File: config.mk
export PLATFORM = sky130hd
export DESIGN_NAME = cbcr_isqrt
export DESIGN_NICKNAME = d
export VERILOG_FILES = /design/src/hw/rtl/cbcr_pkg.sv /design/src/hw/rtl/cbcr_isqrt.sv
export SDC_FILE = /design/constraint.sdc
export NUM_CORES = 2
export LEC_CHECK = 0
export ABC_AREA = 1
export BUFFER_PORTS_ARGS = -buffer_cell sky130_fd_sc_hd__buf_2
export CELL_PAD_IN_SITES_DETAIL_PLACEMENT = 1
export CELL_PAD_IN_SITES_GLOBAL_PLACEMENT = 1
export CORE_ASPECT_RATIO = 0.5
export CORE_UTILIZATION = 51
export CTS_CLUSTER_DIAMETER = 80
export DETAILED_ROUTE_END_ITERATION = 12
export GPL_ROUTABILITY_DRIVEN = 0
export PLACE_DENSITY_LB_ADDON = 0.1
export SETUP_SLACK_MARGIN = 0.15
export SLEW_MARGIN = 5
export SYNTH_ARGS = -nofsm -noshare
export SYNTH_HDL_FRONTEND = slang
export SYNTH_SLANG_ARGS = --single-unit
File: constraint.sdc
create_clock -name clk -period 55.7 [get_ports clk]
set_input_delay 11.14 -clock clk [delete_from_list [all_inputs] [get_ports clk]]
set_output_delay 11.14 -clock clk [all_outputs]
set_load 0.03 [all_outputs]
File: src/hw/rtl/cbcr_pkg.sv
package cbcr_pkg;

  localparam int COORD_WIDTH = 16;
  localparam int FRAC_BITS   = 4;
  localparam int SIZE_W      = COORD_WIDTH - 1;   // diameter, width, height
  localparam int Q5_W        = COORD_WIDTH + 1;   // doubled coordinates
  localparam int EDGE_W      = COORD_WIDTH + 2;   // box edges and clamped point
  localparam int D_W         = COORD_WIDTH + 3;   // offset to the clamped point
  localparam int SQ_W        = 2 * D_W;           // square of that offset
  localparam int DIST_W      = SQ_W + 1;          // sum of two squares
  localparam int RADSQ_W     = 2 * SIZE_W;        // squared radius
  localparam int BC_W        = Q5_W;              // ball minus box centre
  localparam int BCSQ_W      = 2 * BC_W;
  localparam int NUM_W       = D_W + SIZE_W + 1;  // offset times radius
  localparam int S_W         = RADSQ_W;           // squared length to normalize
  localparam int ROOT_FRAC   = 8;                 // extra fraction bits of the root
  localparam int ROOT_W      = 24;
  localparam int RAD_W       = 2 * ROOT_W;
  localparam int REM_W       = ROOT_W + 2;
  localparam int SQRT_PER    = 2;                 // root bits resolved per stage
  localparam int SQRT_STAGES = ROOT_W / SQRT_PER;
  localparam int MAG_W       = S_W;               // numerator magnitude
  localparam int DIVD_W      = MAG_W + ROOT_FRAC + 1;
  localparam int Q_W         = 16;
  localparam int DIV_PER     = 2;                 // quotient bits per stage
  localparam int DIV_STAGES  = Q_W / DIV_PER;
  localparam int SUM_W       = EDGE_W + 2;
  localparam int SAT_HI      = 2 ** (COORD_WIDTH - 1) - 1;
  localparam int SAT_LO      = -(2 ** (COORD_WIDTH - 1));

  // Everything that rides along with an item through the root and divide pipes.
  typedef struct packed {
    logic                     hit;
    logic                     usediv;  // offset comes from the normalized vector
    logic                     neg;     // subtract the offset from the base point
    logic                     sx;
    logic                     sy;
    logic [MAG_W-1:0]         magx;
    logic [MAG_W-1:0]         magy;
    logic signed [EDGE_W-1:0] basex;
    logic signed [EDGE_W-1:0] basey;
  } side_t;

  typedef struct packed {
    logic [REM_W-1:0]  rem;
    logic [ROOT_W-1:0] root;
  } sq_t;

  typedef struct packed {
    logic [DIVD_W-1:0] rem;
    logic [Q_W-1:0]    q;
  } dv_t;

  // One digit of the restoring square root: brings in two radicand bits.
  function automatic sq_t sqrt_step(sq_t a, logic [1:0] pair);
    logic [REM_W+1:0] r;
    logic [REM_W+1:0] t;
    logic [REM_W+1:0] diff;
    sq_t              o;
    r    = {a.rem, pair};
    t    = {2'b00, a.root, 2'b01};
    diff = r - t;
    if (r >= t) begin
      o.rem  = diff[REM_W-1:0];
      o.root = {a.root[ROOT_W-2:0], 1'b1};
    end else begin
      o.rem  = r[REM_W-1:0];
      o.root = {a.root[ROOT_W-2:0], 1'b0};
    end
    return o;
  endfunction

  // One quotient bit of the restoring divide, most significant bit first.
  function automatic dv_t div_step(dv_t a, logic [ROOT_W-1:0] len, int unsigned sh);
    logic [DIVD_W-1:0] d;
    dv_t               o;
    d     = DIVD_W'(len) << sh;
    o.q   = {a.q[Q_W-2:0], 1'b0};
    o.rem = a.rem;
    if (a.rem >= d) begin
      o.rem  = a.rem - d;
      o.q[0] = 1'b1;
    end
    return o;
  endfunction

  function automatic logic signed [COORD_WIDTH-1:0] sat_coord(logic signed [SUM_W-1:0] v);
    logic signed [SUM_W-1:0] hi;
    logic signed [SUM_W-1:0] lo;
    hi = SUM_W'(SAT_HI);
    lo = SUM_W'(SAT_LO);
    if (v > hi) begin
      return COORD_WIDTH'(SAT_HI);
    end else if (v < lo) begin
      return COORD_WIDTH'(SAT_LO);
    end
    return v[COORD_WIDTH-1:0];
  endfunction

endpackage

File: src/hw/rtl/cbcr_isqrt.sv
module cbcr_isqrt (
  input  logic                          clk,
  input  logic                          rst,
  input  logic                          in_valid,
  output logic                          in_ready,
  input  logic [cbcr_pkg::S_W-1:0]      radicand,
  input  cbcr_pkg::side_t               in_side,
  output logic                          out_valid,
  input  logic                          out_ready,
  output logic [cbcr_pkg::ROOT_W-1:0]   root,
  output cbcr_pkg::side_t               out_side
);
  import cbcr_pkg::*;

  logic [SQRT_STAGES-1:0] vld;
  logic [SQRT_STAGES-1:0] vin;
  logic [SQRT_STAGES:0]   en;
  sq_t                    st  [SQRT_STAGES];
  logic [RAD_W-1:0]       rad [SQRT_STAGES];
  side_t                  sd  [SQRT_STAGES];

  assign en[SQRT_STAGES] = out_ready;
  assign in_ready        = en[0];
  assign vin             = {vld[SQRT_STAGES-2:0], in_valid};

  always_ff @(posedge clk) begin
    if (rst) begin
      vld <= '0;
    end else begin
      for (int k = 0; k < SQRT_STAGES; k++) begin
        if (en[k]) begin
          vld[k] <= vin[k];
        end
      end
    end
  end

  for (genvar k = 0; k < SQRT_STAGES; k++) begin : g_stage
    sq_t              a_prev;
    logic [RAD_W-1:0] r_prev;
    side_t            s_prev;
    sq_t              a_next;
    logic [RAD_W-1:0] r_next;

    assign en[k] = !vld[k] || en[k+1];

    if (k == 0) begin : g_first
      assign a_prev = '0;
      assign r_prev = {(RAD_W - S_W - 2 * ROOT_FRAC)'(0), radicand, (2 * ROOT_FRAC)'(0)};
      assign s_prev = in_side;
    end else begin : g_rest
      assign a_prev = st[k-1];
      assign r_prev = rad[k-1];
      assign s_prev = sd[k-1];
    end

    always_comb begin
      a_next = a_prev;
      r_next = r_prev;
      for (int i = 0; i < SQRT_PER; i++) begin
        a_next = sqrt_step(a_next, r_next[RAD_W-1 -: 2]);
        r_next = r_next << 2;
      end
    end

    always_ff @(posedge clk) begin
      if (en[k]) begin
        st[k]  <= a_next;
        rad[k] <= r_next;
        sd[k]  <= s_prev;
      end
    end
  end

  assign out_valid = vld[SQRT_STAGES-1];
  assign root      = st[SQRT_STAGES-1].root;
  assign out_side  = sd[SQRT_STAGES-1];

endmodule

==> flow_metrics.py <==
metrics = {
    "route": {
        "dr.first_iter.drc_count": 2921,
        "vias": 52140,
        "route.detailed.drc": 0,
        "viasPerCell": 5.403,
        "routed_wl_um": 203100,
        "antenna_left": 0,
        "wl_per_cell_um": 21.05,
        "first_pass_iters": 5,
    },
    "synth": {
        "ys_seq_area_share_pct": 65.49,
        "yosys_warnings": 0,
        "yosysTopAreaCell": "edfxtp_1",
        "ys_ff_latch": 1740,
        "synth_flop_cell": "edfxtp_1",
        "synth_edf_count": 1728,
        "netlist_instances": 7093,
        "synth_area_leaders": "edfxtp_1 65%, nand2_1 8.2%, ha_1 4.4%",
        "netlist_area_mm2": 0.07960,
        "synth_cell_type_count": 60,
        "synth_top_area_share_pct": 65.19,
        "syn_area_per_cell_um2": 11.22,
        "async_reset_ff_share_pct": 0,
    },
    "power": {
        "p_leak_nw": 37.24,
        "power.switching_mw": 1.031,
        "pwr_density_cell_mw_per_mm2": 38.66,
        "pwr-share-seq_pct": 48.9,
        "irDropWorstVdd_mv": 0.02426,
        "switching_share_pct": 30.30,
        "p_int_mw": 2.371,
        "finalPower_mw": 3.402,
        "clockPowerShare_pct": 30.3,
        "pwr-share-comb_pct": 20.8,
    },
    "setup_path": {
        "worstSetupStartpointType": "input port",
        "path_class": "input port to output port",
        "worstPathRequired_ps": 44560,
        "crit_fanout": 87,
        "setup.worst_path.end_class": "output port",
        "worstPathArrival_ps": 17860,
        "r2r_cells": 19,
    },
    "layout": {
        "num_antenna_cells": 0,
        "multi_input_area_mm2": 0.02386,
        "layout_common_cells": "1728 x edfxtp_1, 1727 x nand2_1, 779 x inv_1",
        "layout.cells.non_filler": 9650,
        "drive_above_1_share_pct": 10.16,
        "fillers": 16540,
        "fin_nets": 7886,
        "syn2layout_area_growth_pct": 10.53,
        "layout_commonest_cell": "edfxtp_1",
        "seq_area_mm2": 0.05213,
    },
    "placement": {
        "dpl.hpwl_um": 152400,
        "port_buffers": 260,
        "dp.cells": 9382,
    },
    "timing": {
        "rsz0062_at_grt": "no",
        "finalSetupViolCount": 0,
        "hold_violations": 0,
        "drv_slew": 0,
        "fmax_mhz": 34.48,
        "maxSlewHeadroom_pct": 23.41,
        "timing.clock.skew_ps": 50.86,
        "post-route-period-util_pct": 52.07,
        "finalSetupTns_ps": 0,
        "fin_hold_ws_ps": 390.2,
        "tightestPinTransition_ps": 1146,
        "fin_crit_ps": 29000,
    },
    "grt": {
        "grt_pass1_vias": 55820,
        "grt_usage_pct": 25.74,
        "grt_pass1_wl_um": 313800,
        "grt-ovfl-total": 0,
        "grt_max_degree": 95,
        "antenna_found_initial": 3,
    },
    "hold_path": {
        "hold-path-cell-count": 0,
        "hold_path.class": "flip-flop to flip-flop",
    },
    "die": {
        "initial_core_util_pct": 51.42,
        "rows": 102,
        "die_w_um": 560.7,
        "core-area_mm2": 0.1548,
        "design.die.area_mm2": 0.1578,
        "die_y_um": 281.4,
        "io_pins": 262,
    },
    "cts": {
        "clk_pin_slew_ps": 60,
        "cts_max_level": 4,
        "insertion_delay_ps": 780,
        "holdBufCountCts": 0,
        "post_cts_buffers": 0,
        "numCtsBuffers": 157,
        "cts_num_sinks": 1740,
        "clock_path_buffers": 4,
        "cts.repair.resized": 0,
        "cts_tree": "yes",
        "cts_root_buffer": "clkbuf_16",
    },
    "outcome": {
        "outcome": "finished, final reports clean",
    },
    "job": {
        "maxCapViolCount": 0,
    },
}
==> worst max-delay path, cell delays in order <==
cell and delay (ps):
buf_2 100, nor2_1 200, inv_4 340, nor2_1 370, inv_6 310, nor2_1 350
inv_6 350, nor2_1 370, inv_6 340, nor2_1 520, nand2_4 500, nor2_1 540
nand2_4 80, nor2_1 420, nand2_4 510, nor2_1 580, nand2_4 410, buf_2 320
==> power groups by stage <==
| stage | clock, mW | sequential, mW | combinational, mW |
|---|---|---|---|
| after floorplan | 0 | 1.65 | 0.512 |
| after global placement | 0 | 1.68 | 0.668 |
| after detailed placement | 0 | 1.69 | 0.698 |
| after CTS | 1.06 | 1.66 | 0.704 |
| after global routing | 1.10 | 1.67 | 0.797 |
| final | 1.03 | 1.66 | 0.706 |
==> flip-flops by register name, indices dropped and copies added (netlist names) <==
register / cells
st: 404
sd: 1212
rad: 112
vld: 12
==> cells in the mapped netlist (38+ instances only) <==
cell type / number
nand2_1: 1731
edfxtp_1: 1728
inv_1: 787
nor2_1: 561
nand3_1: 448
a21oi_1: 316
ha_1: 283
o21ai_0: 272
xor2_1: 140
nand4_1: 126
xnor2_1: 101
nand2_2: 67
nor3_1: 64
nor2_2: 38
==> metal layers <==
layer	share of wire [%]	up-vias	wire, um	global-route usage (%)
met5	0	-	0	0
met4	3.3	0	6623	8.429
met3	3.0	350	6167	2.783
met2	53	985	107000	49.02
met1	41	25750	83340	30.36
li1	-	25060	-	-
==> logic make-up (layout without fill, tap and decap cells) <==
kind of cell               after synthesis  count (layout)  synth area share (%)
xor gates and xnor gates               241             241                 2.652
AOI/OAI and AO/OA                      756             756                 5.239
and+or+nand+nor                       3165            3165                 17.42
other                                    1               2              0.004711
buffers and inverters                  900            1376                 4.576
adders and majority gates              290             290                 4.624
DFF                                   1740            1740                 65.49
==> per-stage QoR <==
stage	utilization (%)	area [um^2]	setup slack, ps
finish	56.84	87990	26700
global route	56.84	87990	26170
CTS	56.84	87990	26490
detailed placement	53.75	83200	26610
global placement	53.75	83200	26920
floorplan	-	79610	8036
==> cell type report <==
cell class / count / share of cell area (%)
Clock buffer: 193 / 4.703
Clock inverter: 75 / 0.7366
Inverter: 827 / 3.576
Multi-Input combinational cell: 4454 / 27.12
Sequential cell: 1740 / 59.25
Tap cell: 2080 / 2.958
Timing Repair Buffer: 281 / 1.658
==> path summary, 6_finish.rpt <==
kind / end / start / slack [ps]
min reg2reg: sd[2][30] / sd[1][333] / 390
max: in_ready / out_ready / 26700
max reg2reg: rad[0][27] / vld[11] / 47270
min: sd[2][30] / sd[1][333] / 390
No activity file was read; power rests on OpenSTA's default activity.
