`src/hw/rtl/cbcr_pkg.sv`:
```
package cbcr_pkg;

  localparam int COORD_WIDTH = 16;
  localparam int FRAC_BITS   = 4;
  localparam int SIZE_W      = COORD_WIDTH - 1;   // diameter, width, height
  localparam int Q5_W        = COORD_WIDTH + 1;   // doubled coordinates
  localparam int EDGE_W      = COORD_WIDTH + 2;   // box edges and clamped point
  localparam int D_W         = COORD_WIDTH + 3;   // offset to the clamped point
  localparam int SQ_W        = 2 * D_W;           // square of that offset
  localparam int DIST_W      = SQ_W + 1;          // sum of two squares
  localparam int RADSQ_W     = 2 * SIZE_W;        // squared radius
  localparam int BC_W        = Q5_W;              // ball minus box centre
  localparam int BCSQ_W      = 2 * BC_W;
  localparam int NUM_W       = D_W + SIZE_W + 1;  // offset times radius
  localparam int S_W         = RADSQ_W;           // squared length to normalize
  localparam int ROOT_FRAC   = 8;                 // extra fraction bits of the root
  localparam int ROOT_W      = 24;
  localparam int RAD_W       = 2 * ROOT_W;
  localparam int REM_W       = ROOT_W + 2;
  localparam int SQRT_PER    = 2;                 // root bits resolved per stage
  localparam int SQRT_STAGES = ROOT_W / SQRT_PER;
  localparam int MAG_W       = S_W;               // numerator magnitude
  localparam int DIVD_W      = MAG_W + ROOT_FRAC + 1;
  localparam int Q_W         = 16;
  localparam int DIV_PER     = 2;                 // quotient bits per stage
  localparam int DIV_STAGES  = Q_W / DIV_PER;
  localparam int SUM_W       = EDGE_W + 2;
  localparam int SAT_HI      = 2 ** (COORD_WIDTH - 1) - 1;
  localparam int SAT_LO      = -(2 ** (COORD_WIDTH - 1));

  // Everything that rides along with an item through the root and divide pipes.
  typedef struct packed {
    logic                     hit;
    logic                     usediv;  // offset comes from the normalized vector
    logic                     neg;     // subtract the offset from the base point
    logic                     sx;
    logic                     sy;
    logic [MAG_W-1:0]         magx;
    logic [MAG_W-1:0]         magy;
    logic signed [EDGE_W-1:0] basex;
    logic signed [EDGE_W-1:0] basey;
  } side_t;

  typedef struct packed {
    logic [REM_W-1:0]  rem;
    logic [ROOT_W-1:0] root;
  } sq_t;

  typedef struct packed {
    logic [DIVD_W-1:0] rem;
    logic [Q_W-1:0]    q;
  } dv_t;

  // One digit of the restoring square root: brings in two radicand bits.
  function automatic sq_t sqrt_step(sq_t a, logic [1:0] pair);
    logic [REM_W+1:0] r;
    logic [REM_W+1:0] t;
    logic [REM_W+1:0] diff;
    sq_t              o;
    r    = {a.rem, pair};
    t    = {2'b00, a.root, 2'b01};
    diff = r - t;
    if (r >= t) begin
      o.rem  = diff[REM_W-1:0];
      o.root = {a.root[ROOT_W-2:0], 1'b1};
    end else begin
      o.rem  = r[REM_W-1:0];
      o.root = {a.root[ROOT_W-2:0], 1'b0};
    end
    return o;
  endfunction

  // One quotient bit of the restoring divide, most significant bit first.
  function automatic dv_t div_step(dv_t a, logic [ROOT_W-1:0] len, int unsigned sh);
    logic [DIVD_W-1:0] d;
    dv_t               o;
    d     = DIVD_W'(len) << sh;
    o.q   = {a.q[Q_W-2:0], 1'b0};
    o.rem = a.rem;
    if (a.rem >= d) begin
      o.rem  = a.rem - d;
      o.q[0] = 1'b1;
    end
    return o;
  endfunction

  function automatic logic signed [COORD_WIDTH-1:0] sat_coord(logic signed [SUM_W-1:0] v);
    logic signed [SUM_W-1:0] hi;
    logic signed [SUM_W-1:0] lo;
    hi = SUM_W'(SAT_HI);
    lo = SUM_W'(SAT_LO);
    if (v > hi) begin
      return COORD_WIDTH'(SAT_HI);
    end else if (v < lo) begin
      return COORD_WIDTH'(SAT_LO);
    end
    return v[COORD_WIDTH-1:0];
  endfunction

endpackage

```
`src/hw/rtl/cbcr_div.sv`:
```
module cbcr_div (
  input  logic                          clk,
  input  logic                          rst,
  input  logic                          in_valid,
  output logic                          in_ready,
  input  logic [cbcr_pkg::ROOT_W-1:0]   len,
  input  cbcr_pkg::side_t               in_side,
  output logic                          out_valid,
  input  logic                          out_ready,
  output logic [cbcr_pkg::Q_W-1:0]      qx,
  output logic [cbcr_pkg::Q_W-1:0]      qy,
  output cbcr_pkg::side_t               out_side
);
  import cbcr_pkg::*;

  localparam int NST = DIV_STAGES + 1;

  logic [NST-1:0]    vld;
  logic [NST-1:0]    vin;
  logic [NST:0]      en;
  dv_t               dx  [NST];
  dv_t               dy  [NST];
  logic [ROOT_W-1:0] lens[NST];
  side_t             sd  [NST];

  assign en[NST]  = out_ready;
  assign in_ready = en[0];
  assign vin      = {vld[NST-2:0], in_valid};

  always_ff @(posedge clk) begin
    if (rst) begin
      vld <= '0;
    end else begin
      for (int k = 0; k < NST; k++) begin
        if (en[k]) begin
          vld[k] <= vin[k];
        end
      end
    end
  end

  // First stage forms the rounded dividend: magnitude scaled by the root's
  // fraction bits plus half the divisor.
  assign en[0] = !vld[0] || en[1];

  always_ff @(posedge clk) begin
    if (en[0]) begin
      dx[0].rem <= DIVD_W'({in_side.magx, ROOT_FRAC'(0)}) + DIVD_W'(len >> 1);
      dy[0].rem <= DIVD_W'({in_side.magy, ROOT_FRAC'(0)}) + DIVD_W'(len >> 1);
      dx[0].q   <= '0;
      dy[0].q   <= '0;
      lens[0]   <= len;
      sd[0]     <= in_side;
    end
  end

  for (genvar k = 1; k < NST; k++) begin : g_stage
    dv_t ax;
    dv_t ay;

    assign en[k] = !vld[k] || en[k+1];

    always_comb begin
      ax = dx[k-1];
      ay = dy[k-1];
      for (int i = 0; i < DIV_PER; i++) begin
        ax = div_step(ax, lens[k-1], (Q_W - 1 - DIV_PER * (k - 1) - i));
        ay = div_step(ay, lens[k-1], (Q_W - 1 - DIV_PER * (k - 1) - i));
      end
    end

    always_ff @(posedge clk) begin
      if (en[k]) begin
        dx[k]   <= ax;
        dy[k]   <= ay;
        lens[k] <= lens[k-1];
        sd[k]   <= sd[k-1];
      end
    end
  end

  assign out_valid = vld[NST-1];
  assign qx        = dx[NST-1].q;
  assign qy        = dy[NST-1].q;
  assign out_side  = sd[NST-1];

endmodule

```
`config.mk`:
```
export PLATFORM = sky130hd
export DESIGN_NAME = cbcr_div
export DESIGN_NICKNAME = d
export VERILOG_FILES = /design/src/hw/rtl/cbcr_pkg.sv /design/src/hw/rtl/cbcr_div.sv
export SDC_FILE = /design/constraint.sdc
export NUM_CORES = 2
export LEC_CHECK = 0
export ABC_AREA = 0
export BUFFER_PORTS_ARGS = -buffer_cell sky130_fd_sc_hd__buf_2
export CORE_MARGIN = 2
export CORE_UTILIZATION = 55
export CTS_BUF_LIST = sky130_fd_sc_hd__clkbuf_8
export DETAILED_ROUTE_END_ITERATION = 7
export HOLD_SLACK_MARGIN = 0.03
export PLACE_DENSITY_LB_ADDON = 0.25
export RECOVER_POWER = 100
export REMOVE_ABC_BUFFERS = 1
export SKIP_CTS_REPAIR_TIMING = 1
export SYNTH_ARGS = -nofsm -noshare
export SYNTH_HDL_FRONTEND = slang
export SYNTH_SLANG_ARGS = --single-unit
```
`constraint.sdc`:
```
create_clock -name clk -period 17.1 [get_ports clk]
set_input_delay 1.71 -clock clk [delete_from_list [all_inputs] [get_ports clk]]
set_output_delay 1.71 -clock clk [all_outputs]
set_load 0.05 [all_outputs]
```
==> reports/results.ini <==
[sta]
finalWorstSetupSlack_ns=5.20
fin_crit_sh_pct=69.6
final-hold-violation-count=0
fmax_ghz=0.0840
final_max_slew_viol_count=2673
holdWs_ns=0.343
relSlewSlack_pct=-456
rsz0062_at_grt=no
finalSetupViolations=0
clock_skew_ns=0.149
period_needed_ns=11.90
tightest_slew_ns=8.34
fin_setup_tns_ns=0

[drt]
drcViolationCount=0
dr.pass1.iters=8
vias=76100
vias_per_cell=6.07
post_drt_wl_per_cell_um=24.5
routed_wl_um=307000
ant_nets=0
drtIter0Drc=6042

[critical_path]
reg2reg_from=lens[0][72]$_DFFE_PP_
cp_max_fo=37
reg2reg_to=dx[0][249]$_DFFE_PP_
cp.required_ns=17.78
worstSetupEndpointType=flop
path_class=flop to flop
cp-start-kind=flop
reg2reg_setup_slack_ns=5.20
arrival_ns=12.58
r2r_cells=24

[die]
die-area_sq_mm=0.195
die_h_um=442
start_util_pct=55.4
io_pins=264
coreArea_sq_mm=0.190
fp-row-count=160
die_w_um=442

[worst_hold_path]
min_path_type=flop to flop
worstHoldPathCells=0
hold_end=sd[0][384]$_DFFE_PP_
hold_start=sd[0][283]$_DFFE_PP_

[global_route]
grt_overflow=0
grt_pass1_vias=73900
antenna_found_initial=30
grtUsageTotal_pct=30.7
grt_pass1_wl_um=453000
grt_max_degree=144

[clock_network]
numCtsBuffers=300
cts.clk_slew.worst_paths_ns=0.07
worstSkewPairLatency_ns=1.05
cts_tree=yes
clockRootBuffer=clkbuf_8
cts_sinks=1774
clockBufferDepth=4
htreeDepth=5

[final_layout]
stdcell_count=12500
fin_nets=10800
final_core_util_pct=59.6
final_cell_mix=edfxtp_1 (1765), ha_1 (791), a21oi_1 (776)
multi_input_area_sq_mm=0.0487
ff_latch_area_sq_mm=0.0532
drive_above_1_share_pct=6.93
final_common_cell=edfxtp_1
nFillCells=15700
fin_area_sq_mm=0.113
syn2layout_area_growth_pct=7.59

[synth]
syn_area_per_cell_sq_um=11.1
synth_cell_types=102
synth_edf_count=1765
yosysWarnings=0
synth_seq_cells=1774
async_reset_ff_share_pct=0
synthCells=9493
synth.yosys.seq_area_share_pct=50.4
synth_ff_type=edfxtp_1
synth_area_sq_mm=0.105

[placement]
dpl.hpwl_um=241000
port_buffers=263
dpl_cell_area_sq_mm=0.109
pre_cts_ws_ns=8.35
dp.cells=12000
gp_congestion=1.00

[power]
powerDensity_mw_per_mm2=223
p_leak_nw=44.6
total_power_mw=25.3
irDropWorstVdd_v=0.000205

[status]
status=finished, violations left
violations=capacitance limit, slew limit

[run]
drv_cap=50

==> metal layers <==
layer  track usage (%)  part of all wire (%)  vias to the layer above
met5                 0                 0.015                        -
met4              15.1                   5.4                        6
met3              4.20                   5.6                      645
met2              51.3                    48                     2585
met1              39.2                    41                    36700
li1                  -                     -                    36200
==> flip-flops by register name, summed over array words and instances (netlist names) <==
name / cells
dx: 332
dy: 332
lens: 192
sd: 909
vld: 9
==> worst max path at each step <==
stage	start	endpoint	slack, ns	depth (start not counted)
final	lens[0][72]$_DFFE_PP_	dx[0][249]$_DFFE_PP_	5.20	24
after global routing	out_ready	dx[0][103]$_DFFE_PP_	4.58	9
after CTS	lens[0][121]$_DFFE_PP_	dy[0][353]$_DFFE_PP_	8.32	25
after detailed placement	lens[0][121]$_DFFE_PP_	dy[0][353]$_DFFE_PP_	8.35	25
after global placement	lens[0][126]$_DFFE_PP_	dy[0][353]$_DFFE_PP_	8.41	27
after floorplan	out_ready	dx[0][24]$_DFFE_PP_	1.45	6
==> where the power goes <==
| part | total (mW) | switching, mW | leakage, nW | internal [mW] |
|---|---|---|---|---|
| logic | 14.8 | 8.77 | 23.0 | 6.07 |
| registers | 6.96 | 0.718 | 18.5 | 6.24 |
| clock network | 3.47 | 1.66 | 3.03 | 1.81 |
| total | 25.3 | 11.1 | 44.6 | 14.1 |
==> synth_stat cells (13+ instances only) <==
cell | n | area [sq um]
edfxtp_1 | 1765 | 53000
ha_1 | 791 | 9900
a21oi_1 | 776 | 3880
nand2_1 | 699 | 2620
nor2_1 | 672 | 2520
o21ai_0 | 612 | 3060
xnor2_1 | 517 | 4530
inv_1 | 466 | 1750
a21o_1 | 304 | 2280
mux2_2 | 244 | 2750
xor2_1 | 237 | 2080
nor3_1 | 183 | 916
nand3_1 | 166 | 831
buf_4 | 137 | 1030
nand4_1 | 134 | 838
clkbuf_1 | 125 | 469
o21a_1 | 115 | 863
nand2b_1 | 113 | 707
nor2b_1 | 106 | 663
o21bai_1 | 100 | 751
a211oi_1 | 85 | 638
o31ai_1 | 84 | 631
and3_1 | 75 | 469
nor4_1 | 74 | 463
or3_1 | 62 | 388
a31oi_1 | 56 | 350
and2_1 | 56 | 350
o211ai_1 | 50 | 375
a21boi_0 | 41 | 308
or2_2 | 39 | 244
or4_1 | 36 | 270
mux2i_1 | 35 | 350
and4_1 | 33 | 289
fa_1 | 32 | 641
o31a_1 | 32 | 280
buf_2 | 31 | 155
nand3b_1 | 29 | 218
nor3b_1 | 22 | 165
a31o_2 | 20 | 175
a211o_1 | 19 | 166
a2111oi_0 | 17 | 149
o311ai_0 | 16 | 140
a221oi_1 | 15 | 131
nand4b_1 | 15 | 131
buf_1 | 13 | 48.8
==> cell type report <==
type	count	share of cell area (%)
Multi-Input combinational cell	6936	42.9
Antenna cell	19	0.0419
Clock inverter	206	1.05
Timing Repair Buffer	318	1.12
Clock buffer	303	3.68
Tap cell	2511	2.77
Sequential cell	1774	46.9
Inverter	474	1.57
==> worst max-delay path, stage by stage (launching register included) <==
cell,delay (ns)
edfxtp_1,0.53
ha_1,0.23
inv_1,0.06
fa_1,0.40
a21oi_1,0.23
o21bai_1,0.13
a22o_1,0.32
a211oi_1,0.67
o211ai_1,0.26
a21boi_0,0.50
clkbuf_1,1.50
inv_1,1.08
mux2_1,0.61
ha_1,0.22
o41a_1,0.46
a211oi_1,0.41
o2bb2ai_1,0.26
a211oi_1,0.21
o31a_1,0.33
o211ai_1,0.19
nand2_1,0.11
nor3b_1,0.24
clkbuf_1,1.16
inv_1,0.86
mux2_1,0.58
==> kinds of logic (layout without fill, tap and decap cells) <==
group | after synthesis | count (layout) | synth area share (%)
fa+ha+maj | 823 | 823 | 9.99
simple gates | 2572 | 2572 | 12.0
other cells | 0 | 19 | 0
flops | 1774 | 1774 | 50.4
compound gates | 2502 | 2502 | 14.9
mux | 285 | 285 | 3.02
buf+inv | 783 | 1301 | 3.33
xor+xnor | 754 | 754 | 6.26
Note: power is estimated with default switching activity, not from simulation.
